File: src/rtl/sfp_pkg.sv
// Shared types and constants for the star field particle step block.
`default_nettype none

package sfp_pkg;

   // Table geometry.
   localparam int STAR_COUNT_DEFAULT = 64;
   localparam int INDEX_W            = 6;
   localparam int INDEX_EXT_W        = 9;

   // Field widths.
   localparam int POS_X_W  = 11;
   localparam int POS_Y_W  = 9;
   localparam int SPEED_W  = 5;
   localparam int ADDR_W   = 11;
   localparam int COL_W    = 7;
   localparam int ROW_W    = 5;
   localparam int SEED_W   = 16;

   // Random number generator.
   localparam logic [SEED_W-1:0] LCG_MUL        = 16'd13709;
   localparam logic [SEED_W-1:0] LCG_ADD        = 16'd13849;
   localparam logic [SEED_W-1:0] LCG_SEED_RESET = 16'd4;

   // Spawn area and screen bounds, in text cells.
   localparam logic [COL_W-1:0]  SPAWN_COL_BASE = 7'd35;
   localparam logic [ROW_W-1:0]  SPAWN_ROW_BASE = 5'd8;
   localparam logic [COL_W-1:0]  COL_MIN        = 7'd1;
   localparam logic [COL_W-1:0]  COL_MAX        = 7'd78;
   localparam logic [ROW_W-1:0]  ROW_MIN        = 5'd1;
   localparam logic [ROW_W-1:0]  ROW_MAX        = 5'd23;
   localparam logic [ADDR_W-1:0] SCREEN_COLS    = 11'd80;

   // Order of the six draws made when a star is respawned.
   localparam logic [2:0] DRAW_POS_X   = 3'd0;
   localparam logic [2:0] DRAW_POS_Y   = 3'd1;
   localparam logic [2:0] DRAW_SPEED_X = 3'd2;
   localparam logic [2:0] DRAW_SPEED_Y = 3'd3;
   localparam logic [2:0] DRAW_DIR_X   = 3'd4;
   localparam logic [2:0] DRAW_DIR_Y   = 3'd5;

   // One star table entry; a pos_x of zero marks a dead star.
   typedef struct packed {
      logic [POS_X_W-1:0] pos_x;
      logic [POS_Y_W-1:0] pos_y;
      logic [SPEED_W-1:0] speed_x;
      logic [SPEED_W-1:0] speed_y;
      logic               dir_x;
      logic               dir_y;
   } star_entry_type;

endpackage

`default_nettype wire

File: src/rtl/star_field_particle_step.sv
// Top level: star table sequencer that moves, kills and respawns stars.
// Each request reads its star entry and moves it, or respawns a dead star
// with six draws, one a cycle, on the one generator multiplier; the entry
// is then border-checked and written back. An out-of-range index skips to
// the response. Requests are taken only in idle, after the last response.
// Synchronous reset marks every star dead (valid bits) and seeds the
// generator with four; no clearing pass is needed.
`default_nettype none

module star_field_particle_step #(
   parameter int STAR_COUNT = sfp_pkg::STAR_COUNT_DEFAULT
) (
   input  wire                               clock,
   input  wire                               reset,
   input  wire                               req_valid,
   output logic                              req_ready,
   input  wire  [sfp_pkg::INDEX_W-1:0]       req_star_index,
   output logic                              rsp_valid,
   input  wire                               rsp_ready,
   output logic                              rsp_draw_valid,
   output logic [sfp_pkg::ADDR_W-1:0]        rsp_draw_address,
   output logic                              rsp_spawned
);

   localparam int AW = (STAR_COUNT > 1) ? $clog2(STAR_COUNT) : 1;

   typedef enum logic [4:0] {
      S_IDLE = 5'b00001,
      S_MOVE = 5'b00010,
      S_DRAW = 5'b00100,
      S_FIN  = 5'b01000,
      S_OUT  = 5'b10000
   } state_type;

   state_type state_ff, state_in;

   logic                              accept;
   logic [sfp_pkg::INDEX_EXT_W-1:0]   index_ext;
   logic                              in_range;
   logic [AW-1:0]                     index_ff;
   logic                              in_range_ff;

   sfp_pkg::star_entry_type           rd_data;
   sfp_pkg::star_entry_type           wr_data;
   logic                              wr_en;

   logic                              lcg_step;
   logic [sfp_pkg::SEED_W-1:0]        draw;
   logic [2:0]                        draw_cnt_ff;

   // Working copy of the star being updated.
   logic [sfp_pkg::POS_X_W-1:0]       work_x_ff;
   logic [sfp_pkg::POS_Y_W-1:0]       work_y_ff;
   logic [sfp_pkg::SPEED_W-1:0]       work_sx_ff;
   logic [sfp_pkg::SPEED_W-1:0]       work_sy_ff;
   logic                              work_dx_ff;
   logic                              work_dy_ff;
   logic                              spawn_ff;

   // Pending response word.
   logic                              pend_valid_ff;
   logic [sfp_pkg::ADDR_W-1:0]        pend_addr_ff;
   logic                              pend_spawn_ff;

   logic                              rsp_valid_ff;
   logic                              rsp_draw_valid_ff;
   logic [sfp_pkg::ADDR_W-1:0]        rsp_draw_address_ff;
   logic                              rsp_spawned_ff;

   logic [sfp_pkg::POS_X_W-1:0]       speed_x_ext;
   logic [sfp_pkg::POS_Y_W-1:0]       speed_y_ext;
   logic [sfp_pkg::POS_X_W-1:0]       moved_x;
   logic [sfp_pkg::POS_Y_W-1:0]       moved_y;
   logic                              is_dead;

   logic [sfp_pkg::COL_W-1:0]         col;
   logic [sfp_pkg::ROW_W-1:0]         row;
   logic                              kill;
   logic [sfp_pkg::ADDR_W-1:0]        cell_addr;
   logic                              out_load;

   // Request handshake and range check.
   assign req_ready = (state_ff == S_IDLE);
   assign accept    = req_valid && req_ready;
   assign index_ext = {{(sfp_pkg::INDEX_EXT_W - sfp_pkg::INDEX_W){1'b0}}, req_star_index};
   assign in_range  = index_ext < sfp_pkg::INDEX_EXT_W'(STAR_COUNT);

   sfp_star_mem #(
      .DEPTH (STAR_COUNT),
      .AW    (AW)
   ) u_mem (
      .clock   (clock),
      .reset   (reset),
      .rd_en   (accept && in_range),
      .rd_addr (index_ext[AW-1:0]),
      .rd_data (rd_data),
      .wr_en   (wr_en),
      .wr_addr (index_ff),
      .wr_data (wr_data)
   );

   sfp_lcg u_lcg (
      .clock (clock),
      .reset (reset),
      .step  (lcg_step),
      .draw  (draw)
   );

   // Move one axis: add with wraparound, or subtract saturating at zero.
   assign speed_x_ext = {{(sfp_pkg::POS_X_W - sfp_pkg::SPEED_W){1'b0}}, rd_data.speed_x};
   assign speed_y_ext = {{(sfp_pkg::POS_Y_W - sfp_pkg::SPEED_W){1'b0}}, rd_data.speed_y};

   always_comb begin
      if (!rd_data.dir_x) begin
         moved_x = rd_data.pos_x + speed_x_ext;
      end else if (rd_data.pos_x > speed_x_ext) begin
         moved_x = rd_data.pos_x - speed_x_ext;
      end else begin
         moved_x = '0;
      end
      if (!rd_data.dir_y) begin
         moved_y = rd_data.pos_y + speed_y_ext;
      end else if (rd_data.pos_y > speed_y_ext) begin
         moved_y = rd_data.pos_y - speed_y_ext;
      end else begin
         moved_y = '0;
      end
   end

   assign is_dead = (rd_data.pos_x == '0);

   // Border check and screen cell address on the updated position.
   assign col       = work_x_ff[sfp_pkg::POS_X_W-1:4];
   assign row       = work_y_ff[sfp_pkg::POS_Y_W-1:4];
   assign kill      = (col <= sfp_pkg::COL_MIN) || (col >= sfp_pkg::COL_MAX) ||
                      (row <= sfp_pkg::ROW_MIN) || (row >= sfp_pkg::ROW_MAX);
   assign cell_addr = {{(sfp_pkg::ADDR_W - sfp_pkg::COL_W){1'b0}}, col} +
                      {{(sfp_pkg::ADDR_W - sfp_pkg::ROW_W){1'b0}}, row} * sfp_pkg::SCREEN_COLS;

   // Write back in the final step; a killed star gets a pos_x of zero.
   assign wr_en           = (state_ff == S_FIN);
   assign wr_data.pos_x   = kill ? '0 : work_x_ff;
   assign wr_data.pos_y   = work_y_ff;
   assign wr_data.speed_x = work_sx_ff;
   assign wr_data.speed_y = work_sy_ff;
   assign wr_data.dir_x   = work_dx_ff;
   assign wr_data.dir_y   = work_dy_ff;

   assign lcg_step = (state_ff == S_DRAW);
   assign out_load = (state_ff == S_OUT) && (!rsp_valid_ff || rsp_ready);

   // Sequencer next state.
   always_comb begin
      state_in = state_ff;
      unique case (state_ff)
         S_IDLE: begin
            if (accept) begin
               state_in = S_MOVE;
            end
         end
         S_MOVE: begin
            if (!in_range_ff) begin
               state_in = S_OUT;
            end else if (is_dead) begin
               state_in = S_DRAW;
            end else begin
               state_in = S_FIN;
            end
         end
         S_DRAW: begin
            if (draw_cnt_ff == sfp_pkg::DRAW_DIR_Y) begin
               state_in = S_FIN;
            end
         end
         S_FIN: begin
            state_in = S_OUT;
         end
         S_OUT: begin
            if (out_load) begin
               state_in = S_IDLE;
            end
         end
         default: begin
            state_in = S_IDLE;
         end
      endcase
   end

   // Control registers.
   always_ff @(posedge clock) begin
      if (reset) begin
         state_ff     <= S_IDLE;
         draw_cnt_ff  <= '0;
         rsp_valid_ff <= 1'b0;
      end else begin
         state_ff <= state_in;
         if (state_ff == S_MOVE) begin
            draw_cnt_ff <= '0;
         end else if (lcg_step) begin
            draw_cnt_ff <= draw_cnt_ff + 3'd1;
         end
         if (out_load) begin
            rsp_valid_ff <= 1'b1;
         end else if (rsp_ready) begin
            rsp_valid_ff <= 1'b0;
         end
      end
   end

   // Captured request.
   always_ff @(posedge clock) begin
      if (accept) begin
         index_ff    <= index_ext[AW-1:0];
         in_range_ff <= in_range;
      end
   end

   // Working star: loaded from the moved entry or built one draw a cycle.
   always_ff @(posedge clock) begin
      if (state_ff == S_MOVE) begin
         work_x_ff  <= moved_x;
         work_y_ff  <= moved_y;
         work_sx_ff <= rd_data.speed_x;
         work_sy_ff <= rd_data.speed_y;
         work_dx_ff <= rd_data.dir_x;
         work_dy_ff <= rd_data.dir_y;
         spawn_ff   <= is_dead;
      end else if (lcg_step) begin
         case (draw_cnt_ff)
            sfp_pkg::DRAW_POS_X: begin
               work_x_ff <= {sfp_pkg::SPAWN_COL_BASE + {4'd0, draw[3:1]}, 4'd0};
            end
            sfp_pkg::DRAW_POS_Y: begin
               work_y_ff <= {sfp_pkg::SPAWN_ROW_BASE + {2'd0, draw[9:7]}, 4'd0};
            end
            sfp_pkg::DRAW_SPEED_X: begin
               work_sx_ff <= {1'b0, draw[8:5]} + 5'd1;
            end
            sfp_pkg::DRAW_SPEED_Y: begin
               work_sy_ff <= {1'b0, draw[10:7]} + 5'd1;
            end
            sfp_pkg::DRAW_DIR_X: begin
               work_dx_ff <= draw[7];
            end
            sfp_pkg::DRAW_DIR_Y: begin
               work_dy_ff <= draw[3];
            end
            default: begin
            end
         endcase
      end
   end

   // Pending response word; an out-of-range index gives all zeros.
   always_ff @(posedge clock) begin
      if ((state_ff == S_MOVE) && !in_range_ff) begin
         pend_valid_ff <= 1'b0;
         pend_addr_ff  <= '0;
         pend_spawn_ff <= 1'b0;
      end else if (state_ff == S_FIN) begin
         pend_valid_ff <= !kill;
         pend_addr_ff  <= kill ? '0 : cell_addr;
         pend_spawn_ff <= spawn_ff;
      end
   end

   // Output register.
   always_ff @(posedge clock) begin
      if (out_load) begin
         rsp_draw_valid_ff   <= pend_valid_ff;
         rsp_draw_address_ff <= pend_addr_ff;
         rsp_spawned_ff      <= pend_spawn_ff;
      end
   end

   assign rsp_valid        = rsp_valid_ff;
   assign rsp_draw_valid   = rsp_draw_valid_ff;
   assign rsp_draw_address = rsp_draw_address_ff;
   assign rsp_spawned      = rsp_spawned_ff;

endmodule

`default_nettype wire

File: src/rtl/sfp_star_mem.sv
// Star table memory with per-entry valid bits cleared at reset.
`default_nettype none

module sfp_star_mem #(
   parameter int DEPTH = sfp_pkg::STAR_COUNT_DEFAULT,
   parameter int AW    = 6
) (
   input  wire                          clock,
   input  wire                          reset,
   input  wire                          rd_en,
   input  wire  [AW-1:0]                rd_addr,
   output sfp_pkg::star_entry_type      rd_data,
   input  wire                          wr_en,
   input  wire  [AW-1:0]                wr_addr,
   input  sfp_pkg::star_entry_type      wr_data
);

   sfp_pkg::star_entry_type star_mem_ff [DEPTH];
   logic [DEPTH-1:0]        entry_valid_ff;
   sfp_pkg::star_entry_type rdata_ff;
   logic                    rvalid_ff;

   // Storage array and registered read port.
   always_ff @(posedge clock) begin
      if (wr_en) begin
         star_mem_ff[wr_addr] <= wr_data;
      end
      if (rd_en) begin
         rdata_ff <= star_mem_ff[rd_addr];
      end
   end

   // Valid bits: an entry never written reads as an all-zero (dead) star.
   always_ff @(posedge clock) begin
      if (reset) begin
         entry_valid_ff <= '0;
         rvalid_ff      <= 1'b0;
      end else begin
         if (wr_en) begin
            entry_valid_ff[wr_addr] <= 1'b1;
         end
         if (rd_en) begin
            rvalid_ff <= entry_valid_ff[rd_addr];
         end
      end
   end

   assign rd_data = rvalid_ff ? rdata_ff : '0;

endmodule

`default_nettype wire

File: src/rtl/sfp_lcg.sv
// Sixteen-bit linear congruential generator used for respawn draws.
`default_nettype none

module sfp_lcg (
   input  wire                         clock,
   input  wire                         reset,
   input  wire                         step,
   output logic [sfp_pkg::SEED_W-1:0]  draw
);

   logic [sfp_pkg::SEED_W-1:0]   seed_ff;
   logic [2*sfp_pkg::SEED_W-1:0] product;

   // The next seed is the draw; only the low half of the product matters.
   assign product = seed_ff * {{sfp_pkg::SEED_W{1'b0}}, sfp_pkg::LCG_MUL};
   assign draw    = product[sfp_pkg::SEED_W-1:0] + sfp_pkg::LCG_ADD;

   always_ff @(posedge clock) begin
      if (reset) begin
         seed_ff <= sfp_pkg::LCG_SEED_RESET;
      end else if (step) begin
         seed_ff <= draw;
      end
   end

endmodule

`default_nettype wire
File: config.mk
export PLATFORM = sky130hd
export DESIGN_NAME = star_field_particle_step
export DESIGN_NICKNAME = d
export VERILOG_FILES = /design/src/rtl/sfp_pkg.sv /design/src/rtl/star_field_particle_step.sv /design/src/rtl/sfp_star_mem.sv /design/src/rtl/sfp_lcg.sv
export SDC_FILE = /design/constraint.sdc
export NUM_CORES = 2
export LEC_CHECK = 0
export ABC_CLOCK_PERIOD_IN_PS = 7050
export BUFFER_PORTS_ARGS = -buffer_cell sky130_fd_sc_hd__buf_2
export CAP_MARGIN = 20
export CORE_MARGIN = 4
export CORE_UTILIZATION = 30
export CTS_CLUSTER_DIAMETER = 150
export DETAILED_ROUTE_END_ITERATION = 8
export PLACE_DENSITY_LB_ADDON = 0.2
export SYNTH_ARGS = -nofsm -noshare
export SYNTH_HDL_FRONTEND = slang
export SYNTH_HIERARCHICAL = 1
export SYNTH_SLANG_ARGS = --single-unit
File: constraint.sdc
create_clock -name clock -period 7.05 [get_ports clock]
set_clock_uncertainty 0.2 [all_clocks]
set_input_delay 1.41 -clock clock [delete_from_list [all_inputs] [get_ports clock]]
set_output_delay 1.41 -clock clock [all_outputs]
set_load 0.01 [all_outputs]
# Word-level counts from Yosys, hierarchy flattened
# Memories as Yosys holds them, arrays and structs flattened. A register that Yosys moved wholly into a read port is not among the register bits.
# Index checks and enable logic that the tools add are counted.
# word_totals
mem_bits_ro	0
elab_cells	128
input_bits	10
ram_bits	2048
latch_bits	0
reg_bits	156
mem_count	1
# mem_list
memory	words	width	read_ports	rd_clocked_by_memory_dff	wr	line_no	text
u_mem.star_mem_ff	64	32	1	1	1	sfp_star_mem.sv:18	sfp_pkg::star_entry_type star_mem_ff [DEPTH];
# classes
order_cmp	10
n_reduce_logical	30
shift	0
div	0
bitwise	1
n_eq_ne	13
n_mux	39
add_sub_neg	11
n_mul	2
# ops
cell	n
11-bit 2-to-1 mux	7
64-bit OR	1
5-bit 2-to-1 mux	10
9-bit 2-to-1 mux	5
32-bit 2-to-1 mux	1
5-bit case mux with 5 select lines	1
6-bit by 7-bit < comparator with 1-bit output, second input constant	3
16-bit by 14-bit adder with 16-bit output, second input constant	1
16-bit by 14-bit multiplier with 16-bit output, second input constant	1
2-bit nonzero test	8
1-bit 2-to-1 mux	12
2-bit AND reduction	6
11-bit by 5-bit adder with 11-bit output	1
7-bit by 11-bit adder with 11-bit output	1
11-bit by 5-bit greater-than comparator with 1-bit output	1
11-bit zero test	1
11-bit by 5-bit subtractor with 11-bit output	1
4-bit by 1-bit adder with 5-bit output, second input constant	2
9-bit by 5-bit adder with 9-bit output	1
9-bit by 5-bit greater-than comparator with 1-bit output	1
9-bit by 5-bit subtractor with 9-bit output	1
6-bit by 3-bit adder with 7-bit output, first input constant	1
7-bit greater-or-equal comparator, second input constant	1
7-bit by 1-bit <= comparator with 1-bit output, second input constant	1
25 further kinds	37

# Logic depth before layout (Yosys ltp)
# logic_depth
depth_word	6
depth_mapped	17
ltp_nobuf	17

# By module
# The synthesis kept the hierarchy.
# modules_own_cells
module	n_inst	seq_area_each_um2	area_per_inst_um2	cells_each
sfp_star_mem	1	63761.2	81500.7	3340
star_field_particle_step	1	2132.0	4932.2	495
sfp_lcg	1	320.3	2836.5	287

# Worst setup path after synthesis
# Ideal clock, no wire load.
# synth_timing
path_kind	register -> register
startpoint	reg u_lcg/seed_ff[0] (netlist bit)
endpoint	reg u_lcg/seed_ff[15] (netlist bit)
path_stages_with_launch	18
arrival_time_ns	4.712
setup_time_ns	0.095
slack_ns	2.043
synth_period_minus_slack_ns	5.007
cell_sequence	dfxtp_1 > inv_1 > ha_1 > xor2_1 > xnor2_1 > fa_1 > fa_1 > inv_1 > fa_1 > inv_1 > fa_1 > ha_1 > or3_2 > o21ai_0 > inv_1 > a21oi_1 > o21ai_1 > o311ai_1
# synth_via
elab_chain_len	2
# synth_lines
item	line_no	text
start, declared	sfp_lcg.sv:11	logic [sfp_pkg::SEED_W-1:0] seed_ff;
start signal, assigned	sfp_lcg.sv:20	seed_ff <= sfp_pkg::LCG_SEED_RESET;
start signal, assigned	sfp_lcg.sv:22	seed_ff <= draw;
16-bit by 14-bit multiplier with 16-bit output	sfp_lcg.sv:15	assign product = seed_ff * {{sfp_pkg::SEED_W{1'b0}}, sfp_pkg::LCG_MUL};
16-bit by 14-bit adder with 16-bit output	sfp_lcg.sv:16	assign draw = product[sfp_pkg::SEED_W-1:0] + sfp_pkg::LCG_ADD;
# Every way passes these cells.
# A chain may end at the register's enable or synchronous reset.

# Worst setup path in the final report
# layout_timing
startpoint	reg u_lcg/seed_ff[2] (netlist bit)
endpoint	reg work_sy_ff[2] (netlist bit) (data pin)
# layout_via
elab_chain_len	6
# layout_lines
item	line_no	text
16-bit by 14-bit multiplier with 16-bit output	sfp_lcg.sv:15	
16-bit by 14-bit adder with 16-bit output	sfp_lcg.sv:16	
net draw (one bit)	star_field_particle_step.sv:48	logic [sfp_pkg::SEED_W-1:0] draw;
4-bit by 1-bit adder with 5-bit output	star_field_particle_step.sv:240	work_sy_ff <= {1'b0, draw[10:7]} + 5'd1;
5-bit 2-to-1 mux	star_field_particle_step.sv:229	case (draw_cnt_ff)
5-bit 2-to-1 mux	star_field_particle_step.sv:228	end else if (lcg_step) begin
5-bit 2-to-1 mux	star_field_particle_step.sv:220	if (state_ff == S_MOVE) begin
end signal, assigned	star_field_particle_step.sv:224	work_sy_ff <= rd_data.speed_y;
end signal, assigned	star_field_particle_step.sv:240	
end, declared	star_field_particle_step.sv:55	logic [sfp_pkg::SPEED_W-1:0] work_sy_ff;
# The timed path passes the listed nets, and every way through them passes these cells. The select of a mux whose other input is x is not followed.

==> flow_metrics.env <==
export IMPL_report_final_setup_viol=0
export IMPL_swShare=0.221
export IMPL_drt_iter0_drc=4831
export IMPL_ctsHoldBuffers=0
export IMPL_pwr_share_seq=0.520
export IMPL_cts_made_buffers=235
export IMPL_p_per_area_nw_per_um2=279
export IMPL_period_share=0.688
export IMPL_syn_num_nets=4085
export IMPL_grt_pass1_vias=43000
export IMPL_drc=0
export IMPL_cts_path_max_buffers=3
export IMPL_cts_clk_slew_worst_paths_ns=0.06
export IMPL_fin_crit_ns=4.85
export IMPL_slew_violations=0
export IMPL_antenna_left=0
export IMPL_p_int_mw=22.1
export IMPL_die_h_um=549
export IMPL_finalWeightedCongestion=0.768
export IMPL_placementRows=198
export IMPL_timing_final_ws_setup_ns=2.20
export IMPL_synth_avg_cell_area_um2=22.1
export IMPL_slowest_delay_ns=0.55
export IMPL_worstHoldPathType="flip-flop to flip-flop"
export IMPL_dr_pass1_iters=5
export IMPL_die_area_um2=302000
export IMPL_ctsResizeCount=0
export IMPL_clock_latency_ns=0.87
export IMPL_required_ns=7.45
export IMPL_crit_family="adder cells"
export IMPL_grt_usage=0.164
export IMPL_clock_root_buffer="clkbuf_16"
export IMPL_power_switching_mw=6.25
export IMPL_area_growth_syn_to_layout_pct=15.4
export IMPL_clock_sinks=2230
export IMPL_p_clk_frac=0.425
export IMPL_endpoint_kind="flip-flop"
export IMPL_start_util=0.302
export IMPL_crit_buf_inv=2
export IMPL_leakage_nw=31.5
export IMPL_n_fill_cell=27100
export IMPL_cpMostUsedCell="ha_1"
export IMPL_worst_slew_pin_slew_ns=1.17
export IMPL_path_cells="ha_1 -> ha_1 -> ha_1 -> fa_1 -> inv_1 -> fa_1 -> inv_1 -> ha_1 -> a31o_2 -> a21oi_1 -> o21bai_1 -> xor2_1 -> ha_1 -> xor2_1 -> nand2_1 -> o21ai_0"
export IMPL_multi_input_area_um2=21000
export IMPL_grt_max_degree=86
export IMPL_drive_gt1_frac=0.286
export IMPL_antenna_found_initial=24
export IMPL_netlist_instances=3973
export IMPL_die_x_um=549
export IMPL_path_max_fanout=6
export IMPL_grt_pass1_wl_um=346000
export IMPL_wl_per_cell_um=30.1
export IMPL_vias_per_cell=5.08
export IMPL_post_cts_buffers=0
export IMPL_hold_violations=0
export IMPL_syn_area_um2=87900
export IMPL_wirelength_um=250000
export IMPL_worstSetupPathType="flip-flop to flip-flop"
export IMPL_dpl_worst_slack_ns=1.93
export IMPL_ctsHtreeMaxLevel=4
export IMPL_p_comb_frac=0.055
export IMPL_fmax_mhz=206
export IMPL_relSlewSlack=0.219
export IMPL_cap_violations=0
export IMPL_core_area_um2=291000
export IMPL_dp_hpwl_um=134000
export IMPL_run_status="finished clean"
export IMPL_crit_arrival_ns=5.25
export IMPL_slowest_stage="fa_1"
export IMPL_fin_setup_tns_ns=0
export IMPL_ys_warnings_count=6
export IMPL_cts_tree="built"
export IMPL_start_kind="flip-flop"
export IMPL_port_buffers=24
export IMPL_seq_area_um2=66100
export IMPL_vdd_drop_max_mv=0.276
export IMPL_fin_nets=4300
export IMPL_rsz0062_at_grt="no"
export IMPL_vias=42100
export IMPL_grt_ovfl_total=0
export IMPL_num_io_pins=25
worst reg2reg max path: cells and delay by family, from the launching register on:
kind	cells	cell delay, ns
buf+inv	2	0.11
fa+ha+maj	7	2.61
flops	1	0.42
xor+xnor	2	0.52
compound gates	4	0.62
simple gates	1	0.10
registers in the layout, indices dropped and copies added, names as in the netlist, 3 cells and up:
register	cells
state_ff	5
work_y_ff	9
u_lcg/seed_ff	11
u_mem/star_mem_ff	2048
work_sy_ff	5
index_ff	6
rsp_draw_address	11
u_mem/entry_valid_ff	64
draw_cnt_ff	3
pend_addr_ff	11
u_mem/rdata_ff	32
work_x_ff	11
work_sx_ff	5
cell usage in the layout, fill, tap and decap left out, types with 12 or more instances in the layout:
| master | instances |
|---|---|
| a211oi_1 | 15 |
| nand3_1 | 24 |
| inv_1 | 63 |
| nor2_1 | 164 |
| a21oi_1 | 37 |
| nand2_1 | 46 |
| clkbuf_16 | 235 |
| ha_1 | 84 |
| buf_2 | 18 |
| diode_2 | 15 |
| mux2i_1 | 55 |
| xnor2_1 | 18 |
| edfxtp_1 | 2145 |
| buf_12 | 18 |
| o21ai_0 | 30 |
| nor2_4 | 60 |
| mux4_2 | 666 |
| and2_1 | 40 |
| bufinv_16 | 20 |
| buf_4 | 138 |
| fa_1 | 18 |
| and2_2 | 12 |
| clkinv_1 | 74 |
| nor2b_1 | 33 |
| nand2b_1 | 12 |
| clkbuf_1 | 52 |
| clkinv_2 | 27 |
| dfxtp_1 | 85 |
through the flow:
step / hold WS, ns / utilization / instance area [µm²] / total power [mW] / cells
floorplan: 0.200 / - / 87900 / 16.0 / 3973
global placement: 0.201 / 0.322 / 93700 / 16.6 / 7840
detailed placement: 0.205 / 0.322 / 93900 / 16.6 / 7850
CTS: 0.219 / 0.348 / 101000 / 28.7 / 8283
global route: 0.226 / 0.348 / 101000 / 29.3 / 8285
finish: 0.218 / 0.348 / 101000 / 28.3 / 8299
final cells by class:
cell class / instances / area share
tap: 3900 / 0.0481
sequential: 2230 / 0.652
multi-input combinational: 1474 / 0.207
timing repair buffer: 182 / 0.0163
inverter: 65 / 0.00241
clock buffer: 289 / 0.0602
antenna: 15 / 0.000370
clock inverter: 144 / 0.0135
routing by layer:
metal / up-vias / global-route usage / routed length, µm
met5: - / 0 / 13
met4: 2 / 0.0399 / 5230
met3: 295 / 0.0322 / 16900
met2: 1361 / 0.261 / 118000
met1: 23400 / 0.232 / 110000
li1: 17100 / - / -
worst paths after layout:
path,start,slack [ns],cells after the start,end
hold reg to reg,pend_addr_ff[8],0.22,0,rsp_draw_address[8]
setup / recovery,u_lcg/seed_ff[2],2.20,16,work_sy_ff[2]
setup reg to reg,u_lcg/seed_ff[2],2.20,16,work_sy_ff[2]
hold / removal,pend_addr_ff[8],0.22,0,rsp_draw_address[8]
power groups by stage:
stage	Combinational [mW]	Sequential [mW]	Clock [mW]
after floorplan	0.954	15.0	0
after global placement	1.57	15.0	0
after detailed placement	1.60	15.0	0
after CTS	1.60	14.7	12.3
after global routing	1.69	14.7	12.9
final	1.57	14.7	12.0
Note: power is estimated with default switching activity, not from simulation.
